[config.mk]
export PLATFORM = sky130hd
export DESIGN_NAME = tcw_front
export DESIGN_NICKNAME = d
export VERILOG_FILES = /design/src/design/text_console_writer_macros.svh /design/src/design/tcw_pkg.sv /design/src/design/tcw_queue.sv /design/src/design/tcw_front.sv
export SDC_FILE = /design/constraint.sdc
export NUM_CORES = 1
export LEC_CHECK = 0
export ABC_AREA = 0
export BUFFER_PORTS_ARGS = -buffer_cell sky130_fd_sc_hd__buf_2
export CAP_MARGIN = 20
export CELL_PAD_IN_SITES_DETAIL_PLACEMENT = 1
export CELL_PAD_IN_SITES_GLOBAL_PLACEMENT = 2
export CORE_MARGIN = 2
export CORE_UTILIZATION = 36
export DETAILED_ROUTE_END_ITERATION = 16
export PLACE_DENSITY_LB_ADDON = 0.25
export SLEW_MARGIN = 20
export SYNTH_ARGS = -nofsm -noshare
export SYNTH_HDL_FRONTEND = slang
export SYNTH_SLANG_ARGS = --single-unit
[constraint.sdc]
create_clock -name clock -period 2.61 [get_ports clock]
set_clock_uncertainty 0.15 [all_clocks]
set_input_delay 0.1305 -clock clock [delete_from_list [all_inputs] [get_ports clock]]
set_output_delay 0.1305 -clock clock [all_outputs]
set_load 0.05 [all_outputs]
[src/design/text_console_writer_macros.svh]
// ----------------------------------------------------------------------------
// text_console_writer_macros
// Assertion macros used by the console RTL (tcw_back).
// ----------------------------------------------------------------------------
`ifndef TEXT_CONSOLE_WRITER_MACROS_SVH
`define TEXT_CONSOLE_WRITER_MACROS_SVH

// same-cycle implication
`define TCW_ASSERT_IMP(lbl, clk, rst, ante, cons, msg) \
   lbl: assert property (@(posedge clk) disable iff (rst) (ante) |-> (cons)) \
      else $error(msg);

// next-cycle implication
`define TCW_ASSERT_NXT(lbl, clk, rst, ante, cons, msg) \
   lbl: assert property (@(posedge clk) disable iff (rst) (ante) |=> (cons)) \
      else $error(msg);

`endif

[src/design/tcw_pkg.sv]
// ----------------------------------------------------------------------------
// tcw_pkg
// Types and constants of the text console writer.
// ----------------------------------------------------------------------------
`timescale 1ns / 1ps

package tcw_pkg;

   localparam logic [1:0] OP_PUT_CHAR    = 2'd0;
   localparam logic [1:0] OP_MOVE_CURSOR = 2'd1;
   localparam logic [1:0] OP_CLEAR       = 2'd2;
   localparam logic [1:0] OP_READ_CELL   = 2'd3;

   localparam logic [7:0] BLANK_CHAR   = 8'd32;
   localparam logic [7:0] NEWLINE_CHAR = 8'd10;
   localparam logic [7:0] RESET_ATTR   = 8'd15;

   localparam logic REG_TEXT_ATTR = 1'b0;

   typedef struct packed {
      logic [1:0] operation;
      logic [7:0] char_code;
      logic [6:0] column;
      logic [4:0] line;
   } req_type;

   typedef struct packed {
      logic [6:0] cursor_column;
      logic [4:0] cursor_line;
      logic       did_scroll;
      logic [7:0] cell_char;
      logic [7:0] cell_attr;
   } rsp_type;

   // classified request, position already clamped
   typedef struct packed {
      logic [1:0] op;
      logic [7:0] char_code;
      logic       newline;
      logic [6:0] column;
      logic [4:0] line;
   } cmd_type;

   typedef struct packed {
      logic pop;
      logic init;
   } back_ctl_type;

endpackage

[src/design/tcw_queue.sv]
// ----------------------------------------------------------------------------
// tcw_queue
// Small register queue with fill count.
// ----------------------------------------------------------------------------
`timescale 1ns / 1ps

module tcw_queue #(
   parameter int WIDTH = 8,
   parameter int DEPTH = 2
) (
   input  logic             clock,
   input  logic             reset,
   input  logic             push,
   input  logic [WIDTH-1:0] wdata,
   input  logic             pop,
   output logic [WIDTH-1:0] rdata,
   output logic             empty,
   output logic             full
);

   localparam int PTR_W = $clog2(DEPTH);
   localparam int CNT_W = $clog2(DEPTH + 1);

   logic [WIDTH-1:0] entry_ff [DEPTH];
   logic [PTR_W-1:0] wr_ptr_ff, wr_ptr_in;
   logic [PTR_W-1:0] rd_ptr_ff, rd_ptr_in;
   logic [CNT_W-1:0] count_ff, count_in;
   logic             do_push, do_pop;

   assign empty   = (count_ff == '0);
   assign full    = (count_ff == CNT_W'(DEPTH));
   assign do_push = push && !full;
   assign do_pop  = pop && !empty;
   assign rdata   = entry_ff[rd_ptr_ff];

   always_comb begin
      wr_ptr_in = wr_ptr_ff;
      rd_ptr_in = rd_ptr_ff;
      count_in  = count_ff;
      if (do_push) begin
         wr_ptr_in = (wr_ptr_ff == PTR_W'(DEPTH - 1)) ? '0 : wr_ptr_ff + PTR_W'(1);
      end
      if (do_pop) begin
         rd_ptr_in = (rd_ptr_ff == PTR_W'(DEPTH - 1)) ? '0 : rd_ptr_ff + PTR_W'(1);
      end
      if (do_push && !do_pop) begin
         count_in = count_ff + CNT_W'(1);
      end else if (do_pop && !do_push) begin
         count_in = count_ff - CNT_W'(1);
      end
   end

   always_ff @(posedge clock) begin
      if (reset) begin
         wr_ptr_ff <= '0;
         rd_ptr_ff <= '0;
         count_ff  <= '0;
      end else begin
         wr_ptr_ff <= wr_ptr_in;
         rd_ptr_ff <= rd_ptr_in;
         count_ff  <= count_in;
      end
   end

   always_ff @(posedge clock) begin
      if (do_push) begin
         entry_ff[wr_ptr_ff] <= wdata;
      end
   end

endmodule

[src/design/tcw_front.sv]
// ----------------------------------------------------------------------------
// tcw_front
// Accepts requests, clamps positions, flags newlines, queues commands.
// ----------------------------------------------------------------------------
`timescale 1ns / 1ps

module tcw_front #(
   parameter int COLUMNS = 80,
   parameter int ROWS    = 25
) (
   input  logic                  clock,
   input  logic                  reset,
   input  logic                  push,
   output logic                  full,
   input  tcw_pkg::req_type      req_item,
   input  tcw_pkg::back_ctl_type ctl,
   output logic                  cmd_valid,
   output tcw_pkg::cmd_type      cmd_head
);

   tcw_pkg::cmd_type                    cmd_d;
   logic [$bits(tcw_pkg::cmd_type)-1:0] q_rdata;
   logic                                q_empty, q_full;

   always_comb begin
      cmd_d.op        = req_item.operation;
      cmd_d.char_code = req_item.char_code;
      cmd_d.newline   = (req_item.char_code == tcw_pkg::NEWLINE_CHAR);
      cmd_d.column    = (int'(req_item.column) >= COLUMNS) ? 7'(COLUMNS - 1)
                                                           : req_item.column;
      cmd_d.line      = (int'(req_item.line) >= ROWS) ? 5'(ROWS - 1) : req_item.line;
   end

   // no requests while the store is swept after reset
   assign full = q_full || ctl.init;

   tcw_queue #(
      .WIDTH ($bits(tcw_pkg::cmd_type)),
      .DEPTH (2)
   ) u_cmd_queue (
      .clock (clock),
      .reset (reset),
      .push  (push && !full),
      .wdata (cmd_d),
      .pop   (ctl.pop),
      .rdata (q_rdata),
      .empty (q_empty),
      .full  (q_full)
   );

   assign cmd_valid = !q_empty;
   assign cmd_head  = q_rdata;

endmodule

# After elaboration in Yosys (flattened, before gate mapping)
# Memory sizes are Yosys's and may differ from the RTL's. A register that Yosys moved wholly into a read port is not among the register bits.
# Cells that the tools add are included.
[classes]
n_addsub = 4
order_cmp = 2
n_eq_ne = 2
n_mux = 10
reduce_logical = 13
[op_table]
columns = ["operator", "n"]
rows = [
  ["== test 8 x 4 -> 1 bit, second input constant", 1],
  [">= comparator 7 bit, second input constant", 1],
  ["two-way mux 7 bit", 1],
  ["two-way mux 1 bit", 6],
  [">= comparator 5 bit, second input constant", 1],
  ["logical AND 1 bit", 5],
  ["logical NOT 1 bit", 5],
  ["two-way mux 5 bit", 1],
  ["two-way mux 2 bit", 2],
  ["adder 1 bit, second input constant", 2],
  ["adder 2 x 1 -> 2 bit, second input constant", 1],
  ["== test 2 bit, second input constant", 1],
  ["logical NOT 2 bit", 1],
  ["nonzero test 2 bit", 1],
  ["subtractor 2 x 1 -> 2 bit, second input constant", 1],
  ["logical OR 1 bit", 1],
]
[totals]
reg_bits = 4
mem_bits_rw = 46
in_bits = 27
out_inout_bits = 25
wordCells = 35
memories = 1
[mem_list]
columns = ["name", "words", "width", "rd", "rd_clocked_by_memory_dff", "write_ports", "line_no", "text"]
rows = [
  ["u_cmd_queue.entry_ff", 2, 23, 1, 1, 1, "tcw_queue.sv:24", "logic [WIDTH-1:0] entry_ff [DEPTH];"],
]

# Longest topological paths before layout
# Gate-level depths: netlist of the first run.
[logic_depth]
word_depth = 9
mapped_depth = 6
depth_no_buf = 6

# Cells and area by module
# Synthesis of the first run repeated with hierarchy kept, for this count alone.
[unflattened]
cells_unflattened = 117
area_unflattened_um2 = 1984.4
[by_module_without_submodules]
columns = ["mod", "instances", "cells_per_inst", "area_each_um2", "seq_area_each_um2"]
rows = [
  ["tcw_queue", 1, 96, 1868.0, 1481.4],
  ["tcw_front", 1, 21, 116.4, 0.0],
]

# Least setup slack after synthesis of the first run
# Ideal clock, no wire load.
[synth_timing]
path_kind = "register to register"
from = "register u_cmd_queue.count_ff[0]"
to = "memory u_cmd_queue.entry_ff[0][0] (netlist bit), enable pin"
setup_time_ns = 0.405
arrival_ns = 1.761
required_time_ns = 2.055
slack_ns = 0.293
stages_incl_launch_ff = 4
n_path_buf = 0
synth_period_minus_slack_ns = 2.317
cell_sequence = "dfxtp_1 > nand2b_1 > and2_1 > nor2b_1"
[synth_between]
elab_chain_len = 7
elab_cells_between_ends = 8
cone_classes = "eq/ne (1); mux (2); reduce/logical (5)"
[synth_lines]
columns = ["item", "line_no", "text"]
rows = [
  ["start: declaration", "tcw_queue.sv:27", "logic [CNT_W-1:0] count_ff, count_in;"],
  ["start signal: assignment", "tcw_queue.sv:61", "count_ff <= count_in;"],
  ["== test 2 bit (*)", "tcw_queue.sv:31", "assign full = (count_ff == CNT_W'(DEPTH));"],
  ["logical OR 1 bit", "tcw_front.sv:35", "assign full = q_full || ctl.init;"],
  ["logical NOT 1 bit", "tcw_front.sv:43", ".push (push && !full),"],
  ["logical AND 1 bit", "tcw_front.sv:43", ""],
  ["logical AND 1 bit (*)", "tcw_queue.sv:32", "assign do_push = push && !full;"],
  ["named net u_cmd_queue.do_push", "tcw_queue.sv:28", "logic do_push, do_pop;"],
  ["two-way mux 1 bit (*)", "tcw_queue.sv:66", "if (do_push) begin"],
  ["two-way mux 1 bit (implied by the code) (*)", "tcw_queue.sv:67", "entry_ff[wr_ptr_ff] <= wdata;"],
  ["end: declaration", "tcw_queue.sv:24", ""],
]
# Mark *: on every way through the listed nets, which the timed path passes. The rest lies on a longest branch.

==> results of run 1 <==
==> critical path: cells and delay by family, from the launching register on <==
kind | cells | cell delay [ps]
flip-flops | 1 | 600
multiplexers | 1 | 370
buffers and inverters | 2 | 540
==> flip-flops by register name (all words and copies together), names as in the netlist, named ones only <==
signal                 flops
u_cmd_queue.entry_ff      46
u_cmd_queue.count_ff       2
u_cmd_queue.rd_ptr_ff      1
u_cmd_queue.wr_ptr_ff      1
==> per-layer routing <==
layer	vias to the layer above	wire length (µm)	GRT usage
met5	-	0	0
met3	8	179	0.0402
met2	31	2010	0.240
met4	0	79	0.0544
met1	569	1690	0.170
li1	584	-	-
==> final timing paths <==
kind	endpoint	slack, ps	depth (start not counted)
worst max-delay path	cmd_head[5]	510	3
worst min-delay path	u_cmd_queue.entry_ff[1][9]	90	2
worst max register to register	u_cmd_queue.count_ff[1]	750	5
worst min register to register	u_cmd_queue.rd_ptr_ff	390	2
==> cell families after synthesis <==
logic type | after synthesis | synth area share
compound gates | 5 | 0.0126
xor+xnor | 3 | 0.0132
fa+ha+maj | 1 | 0.00629
buf+inv | 5 | 0.0132
flops | 51 | 0.745
mux | 23 | 0.130
simple gates | 27 | 0.0799
==> cell usage in the layout, fill, tap and decap left out, drive strengths merged, types with 5 or more instances in the layout <==
| cell type | instances |
|---|---|
| buf | 55 |
| clkbuf | 5 |
| dfxtp | 5 |
| dlygate4sd3 | 22 |
| edfxtp | 46 |
| mux2 | 23 |
| nand2b | 7 |
| nor2 | 5 |
==> where the power goes <==
group,internal (mW),switching [mW],total [mW]
Clock,0.281,0.248,0.528
Sequential,0.980,0.0565,1.04
Combinational,0.290,0.623,0.913
==> cell type report <==
| cell class | instances | area share |
|---|---|---|
| clock buffer | 5 | 0.0258 |
| timing repair buffer | 77 | 0.189 |
| clock inverter | 3 | 0.0145 |
| multi-input combinational | 59 | 0.181 |
| sequential | 51 | 0.555 |
| tap | 72 | 0.0338 |
==> stage by stage <==
| step | total power [mW] | std cells | setup slack, ps | instance area, µm² | hold slack [ps] |
|---|---|---|---|---|---|
| after floorplan | 1.75 | 115 | 293 | 1990 | 49.6 |
| after global placement | 1.93 | 237 | 868 | 2340 | 170 |
| after detailed placement | 1.95 | 237 | 790 | 2340 | 182 |
| after CTS | 2.51 | 267 | 498 | 2670 | 84.6 |
| after global routing | 2.58 | 267 | 425 | 2670 | 89.2 |
| final | 2.48 | 267 | 512 | 2670 | 92.2 |
==> timing repair <==
item	CTS	global route
hold endpoints to repair	45	0
hold buffers	22	0
gates resized for setup	0	0
==> flow_summary_export.csv, run 1 <==
group,metric,value,unit
worst_setup_path,worstReg2RegStart,"u_cmd_queue.count_ff[0]",
yosys,synth_area_leaders,"edfxtp_1, mux2_2, dfxtp_1",
run,drv_cap,0,
worst_setup_path,critPathKind,"flip-flop to output pin",
finish,seq_area,1480,µm²
clock_tree,clk_latency,300,ps
clock_tree,clockBufferDepth,2,
worst_setup_path,slowest_delay,600,ps
placement,gp_congestion,0.706,
route,via_per_inst,4.46,
global_routing,grt_pass1_wl,6450,µm
global_routing,grt_overflow,0,
yosys,synth-seq-cells,51,
hold_path,hold_path_startpoint,"req_item[9]",
pwr,p_per_area,929,nW/µm²
route,wl_per_cell,14.8,µm
clock_tree,htree_levels,2,
worst_setup_path,cp.arrival,1820,ps
clock_tree,cts_buffers,5,
sta,finalSetupViolCount,0,
sta,slew-limit-headroom,0.685,
floorplan,die_width,78.3,µm
global_routing,track_usage,0.141,
floorplan,rows,27,
worst_setup_path,cp_slowest_cell,"dfxtp_1",
sta,rsz0062_at_grt,"false",
floorplan,die_area,6140,µm²
finish,layout-drive-gt1-share,0.446,
floorplan,coreArea,5410,µm²
sta,slew_violations,0,
global_routing,grt_max_degree,24,
clock_tree,clkSlewWorstSetupHoldPaths,90,ps
yosys,synth_cells,115,
floorplan,io_pins,52,
finish,multi_input_area,484,µm²
route,routed_wl,3960,µm
finish,fin_util,0.494,
yosys,synth_area,1990,µm²
global_routing,antenna_found_initial,0,
worst_setup_path,cp_cell_sequence,"buf_4, mux2_2, buf_2",
worst_setup_path,critPathMaxFanout,14,
pwr,p_leak,1.01,nW
worst_setup_path,start_kind,"flip-flop",
yosys,synthArstFlopShare,0,
yosys,synth.distinct_cells,20,
finish,nFillCells,559,
route,first_pass_iters,4,
yosys,ys.flop_type,"edfxtp_1",
hold_path,hold_class,"input port to flip-flop",
sta,tns,0,ps
sta,max_slew.worst_pin.slew,467,ps
finish,final_nets,222,
sta,min_period,2100,ps
yosys,syn-num-nets,143,
clock_tree,root_buffer,"clkbuf_8",
run_status,status,"complete, no violations",
clock_tree,post_cts_buffers,0,
placement,hpwl,2640,µm
yosys,yosysTopAreaCell,"edfxtp_1",
clock_tree,cts_sinks,51,
placement,port-buffer-count,51,
worst_setup_path,required,2330,ps
floorplan,die_h,78.3,µm
sta,hold_viol_final,0,
route,drcViolationCount,0,
yosys,synth_top_area_share,0.694,
sta,period_share,0.804,
global_routing,grt_pass1_vias,1307,
finish,antennaDiodeCount,0,
yosys,syn_avg_cell_area,17.3,µm²
yosys,ys_seq_area_frac,0.745,
route,ant_nets,0,
finish,area_delta_synth_final,34.2,%
clock_tree,cts_tree,"built",
yosys,ys_warn_count,0,
yosys,synth_common_cells,"edfxtp_1, mux2_2, nand2b_1, dfxtp_1, nor2_1",
pwr,peakVddDrop,0.413,mV
sta,max_freq,477,MHz
route,vias,1192,
worst_setup_path,endpoint_kind,"output pin",
floorplan,start_util,0.368,
yosys,synth.most_common_cell,"edfxtp_1",
route,first_iter_violations,81,
yosys,synth_edf_count,46,
Power figures use the tool's default switching activity.
==> run 2, diff against run 1 <==
- ABC_AREA: 0 -> 1
- CORE_UTILIZATION: 36 -> 35
- clock period: 2.61 -> 2.1 ns (I/O delays scaled with it)
==> run 2 against run 1 <==
  * Worst hold slack worse by 70 ps
  * Non-clock buffer count fell by 2
  * Via count increased by 9.1%
  * Sequential power increased by 16%
  * Sequential share of layout area up 0.13 points
  * Final area down 0.23%
  * Global-route usage decreased by 1.0 points
  * Critical path type unchanged
==> flow_summary_export.csv, run 2 <==
group,metric,value,unit
yosys,ys.flop_type,"edfxtp_1",
yosys,synth.most_common_cell,"edfxtp_1",
route,via_per_inst,4.49,
worst_setup_path,r2r_slack,480,ps
worst_setup_path,worstReg2RegStart,"u_cmd_queue.count_ff[0]",
worst_setup_path,cp_num_buf_inv,2,
global_routing,grt_pass1_vias,1403,
yosys,synth_cells,140,
yosys,synth_edf_count,46,
route,vias,1301,
sta,finalSetupViolCount,0,
yosys,synthArstFlopShare,0,
sta,hold_viol_final,0,
worst_setup_path,r2r_cells,10,
sta,period_share,0.841,
pwr,p_per_area,936,nW/µm²
worst_setup_path,slowest_delay,390,ps
global_routing,grt_pass1_wl,6330,µm
sta,tns,0,ps
worst_setup_path,rr_endpoint,"u_cmd_queue.count_ff[1]",
yosys,ys_seq_area_frac,0.728,
worst_setup_path,cp_num_cells,3,
route,drcViolationCount,0,
finish,antennaDiodeCount,0,
finish,area_delta_synth_final,30.9,%
sta,max_freq,566,MHz
sta,rsz0062_at_grt,"false",
worst_setup_path,cp_cell_sequence,"buf_4, mux2_2, buf_2",
sta,min_period,1770,ps
floorplan,coreArea,5570,µm²
pwr,peakVddDrop,0.524,mV
finish,largest_reg_flops,46,
clock_tree,clk_latency,290,ps
clock_tree,clockBufferDepth,2,
global_routing,grt_max_degree,24,
placement,hpwl,2730,µm
clock_tree,post_cts_buffers,0,
floorplan,io_pins,52,
worst_setup_path,crit_family,"buffers and inverters",
finish,final_cell_mix,"buf_2, edfxtp_1, mux2_2, dlygate4sd3_1, nand2_1",
floorplan,die_area,6440,µm²
route,wl_per_cell,14.1,µm
hold_path,hold_class,"input port to flip-flop",
worst_setup_path,cp.arrival,1510,ps
worst_setup_path,cp_slowest_cell,"mux2_2",
global_routing,grt_overflow,0,
yosys,synth_common_cells,"edfxtp_1, mux2_2, nand2_1, inv_1, nor2_1",
placement,dpl_worst_slack,472,ps
route,first_pass_iters,4,
floorplan,die_width,80.2,µm
route,ant_nets,0,
clock_tree,htree_levels,2,
yosys,synth_area_leaders,"edfxtp_1, mux2_2, dfxtp_1",
finish,seq_area,1480,µm²
worst_setup_path,critPathKind,"flip-flop to output pin",
clock_tree,cts_buffers,5,
route,routed_wl,4090,µm
floorplan,rows,27,
clock_tree,root_buffer,"clkbuf_8",
global_routing,track_usage,0.131,
sta,setup_slack,334,ps
finish,final_common_cell,"buf_2",
floorplan,die_h,80.2,µm
clock_tree,cts_sinks,51,
yosys,syn-num-nets,168,
pwr,p_leak,1.09,nW
finish,final_nets,245,
run_status,status,"complete, no violations",
yosys,synth.distinct_cells,17,
clock_tree,post_cts_resized,0,
yosys,yosysTopAreaCell,"edfxtp_1",
yosys,syn_avg_cell_area,14.5,µm²
finish,largest-register,"u_cmd_queue.entry_ff",
yosys,ys_warn_count,0,
placement,gp_congestion,0.695,
worst_setup_path,crit_end,"cmd_head[2]",
worst_setup_path,endpoint_kind,"output pin",
sta,slew-limit-headroom,0.719,
finish,nFillCells,614,
finish,layout-drive-gt1-share,0.385,
sta,max_slew.worst_pin.slew,419,ps
yosys,synth_area,2030,µm²
clock_tree,clkSlewWorstSetupHoldPaths,80,ps
finish,reg_top3,"u_cmd_queue.entry_ff (46), u_cmd_queue.count_ff (2)",
finish,multi_input_area,454,µm²
yosys,synth-seq-cells,51,
clock_tree,cts_tree,"built",
floorplan,start_util,0.365,
run,drv_cap,0,
sta,slew_violations,0,
placement,port-buffer-count,51,
worst_setup_path,required,1850,ps
route,first_iter_violations,95,
yosys,synth_top_area_share,0.679,
global_routing,antenna_found_initial,0,
worst_setup_path,critPathMaxFanout,23,
worst_setup_path,start_kind,"flip-flop",
## run 2: area by class of cell
| class | instances | area share |
|---|---|---|
| clock buffers | 7 | 0.0287 |
| clock inverters | 1 | 0.00188 |
| inverters | 18 | 0.0254 |
| multi-input cells | 66 | 0.171 |
| flip-flops and latches | 51 | 0.556 |
| well taps | 72 | 0.0338 |
| repair buffers | 75 | 0.183 |
## run 2: stage by stage
| step | hold slack, ps | utilization | std cells | area [µm²] | total power, mW |
|---|---|---|---|---|---|
| floorplan | 26.5 | - | 140 | 2040 | 1.80 |
| global placement | 132 | 0.425 | 261 | 2370 | 1.94 |
| detailed placement | 144 | 0.425 | 261 | 2370 | 1.97 |
| CTS | 3.88 | 0.476 | 289 | 2650 | 2.53 |
| global route | 24.1 | 0.478 | 290 | 2660 | 2.61 |
| finish | 21.9 | 0.478 | 290 | 2660 | 2.49 |
## run 2: tightest hold or removal path: cells and delay by family
kind / cells / cell delay (ps)
simple gates: 1 / 50
buf+inv: 2 / 150
## run 2: power breakdown
part | switching [mW] | total [mW] | leakage (nW) | internal, mW
logic | 0.527 | 0.757 | 0.580 | 0.230
clock network | 0.292 | 0.527 | 0.0422 | 0.234
registers | 0.0233 | 1.21 | 0.464 | 1.19
total | 0.843 | 2.49 | 1.09 | 1.65
## run 2: worst min path at each step
stage | from | to | slack, ps | cells past startpoint
after floorplan | reset | u_cmd_queue.wr_ptr_ff | 30 | 1
after global placement | reset | u_cmd_queue.wr_ptr_ff | 130 | 2
after detailed placement | reset | u_cmd_queue.wr_ptr_ff | 140 | 2
after CTS | req_item[10] | u_cmd_queue.entry_ff[1][10] | 4 | 2
after global routing | req_item[1] | u_cmd_queue.entry_ff[1][1] | 20 | 3
final | req_item[1] | u_cmd_queue.entry_ff[1][1] | 20 | 3
## run 2: what timing repair did
| action | 4_1_cts | 5_1_grt |
|---|---|---|
| setup endpoints to repair | 0 | 0 |
| endpoints found under the hold margin | 43 | 2 |
| hold buffers | 20 | 1 |
## run 2: routing by layer
layer  global-route usage  vias up  share of wire
li1                     -      636              -
met1                0.150      625           0.41
met2                0.238       31           0.54
met3               0.0236        9          0.036
met4               0.0559        0          0.018
met5                    0        -              0
## run 2: cell families (layout without fill, tap and decap cells)
| family | count (synthesis) | after routing | synth area share |
|---|---|---|---|
| mux | 23 | 23 | 0.127 |
| compound gates | 5 | 5 | 0.0135 |
| buf+inv | 23 | 101 | 0.0498 |
| simple gates | 37 | 37 | 0.0750 |
| flops | 51 | 51 | 0.728 |
| fa+ha+maj | 1 | 1 | 0.00615 |
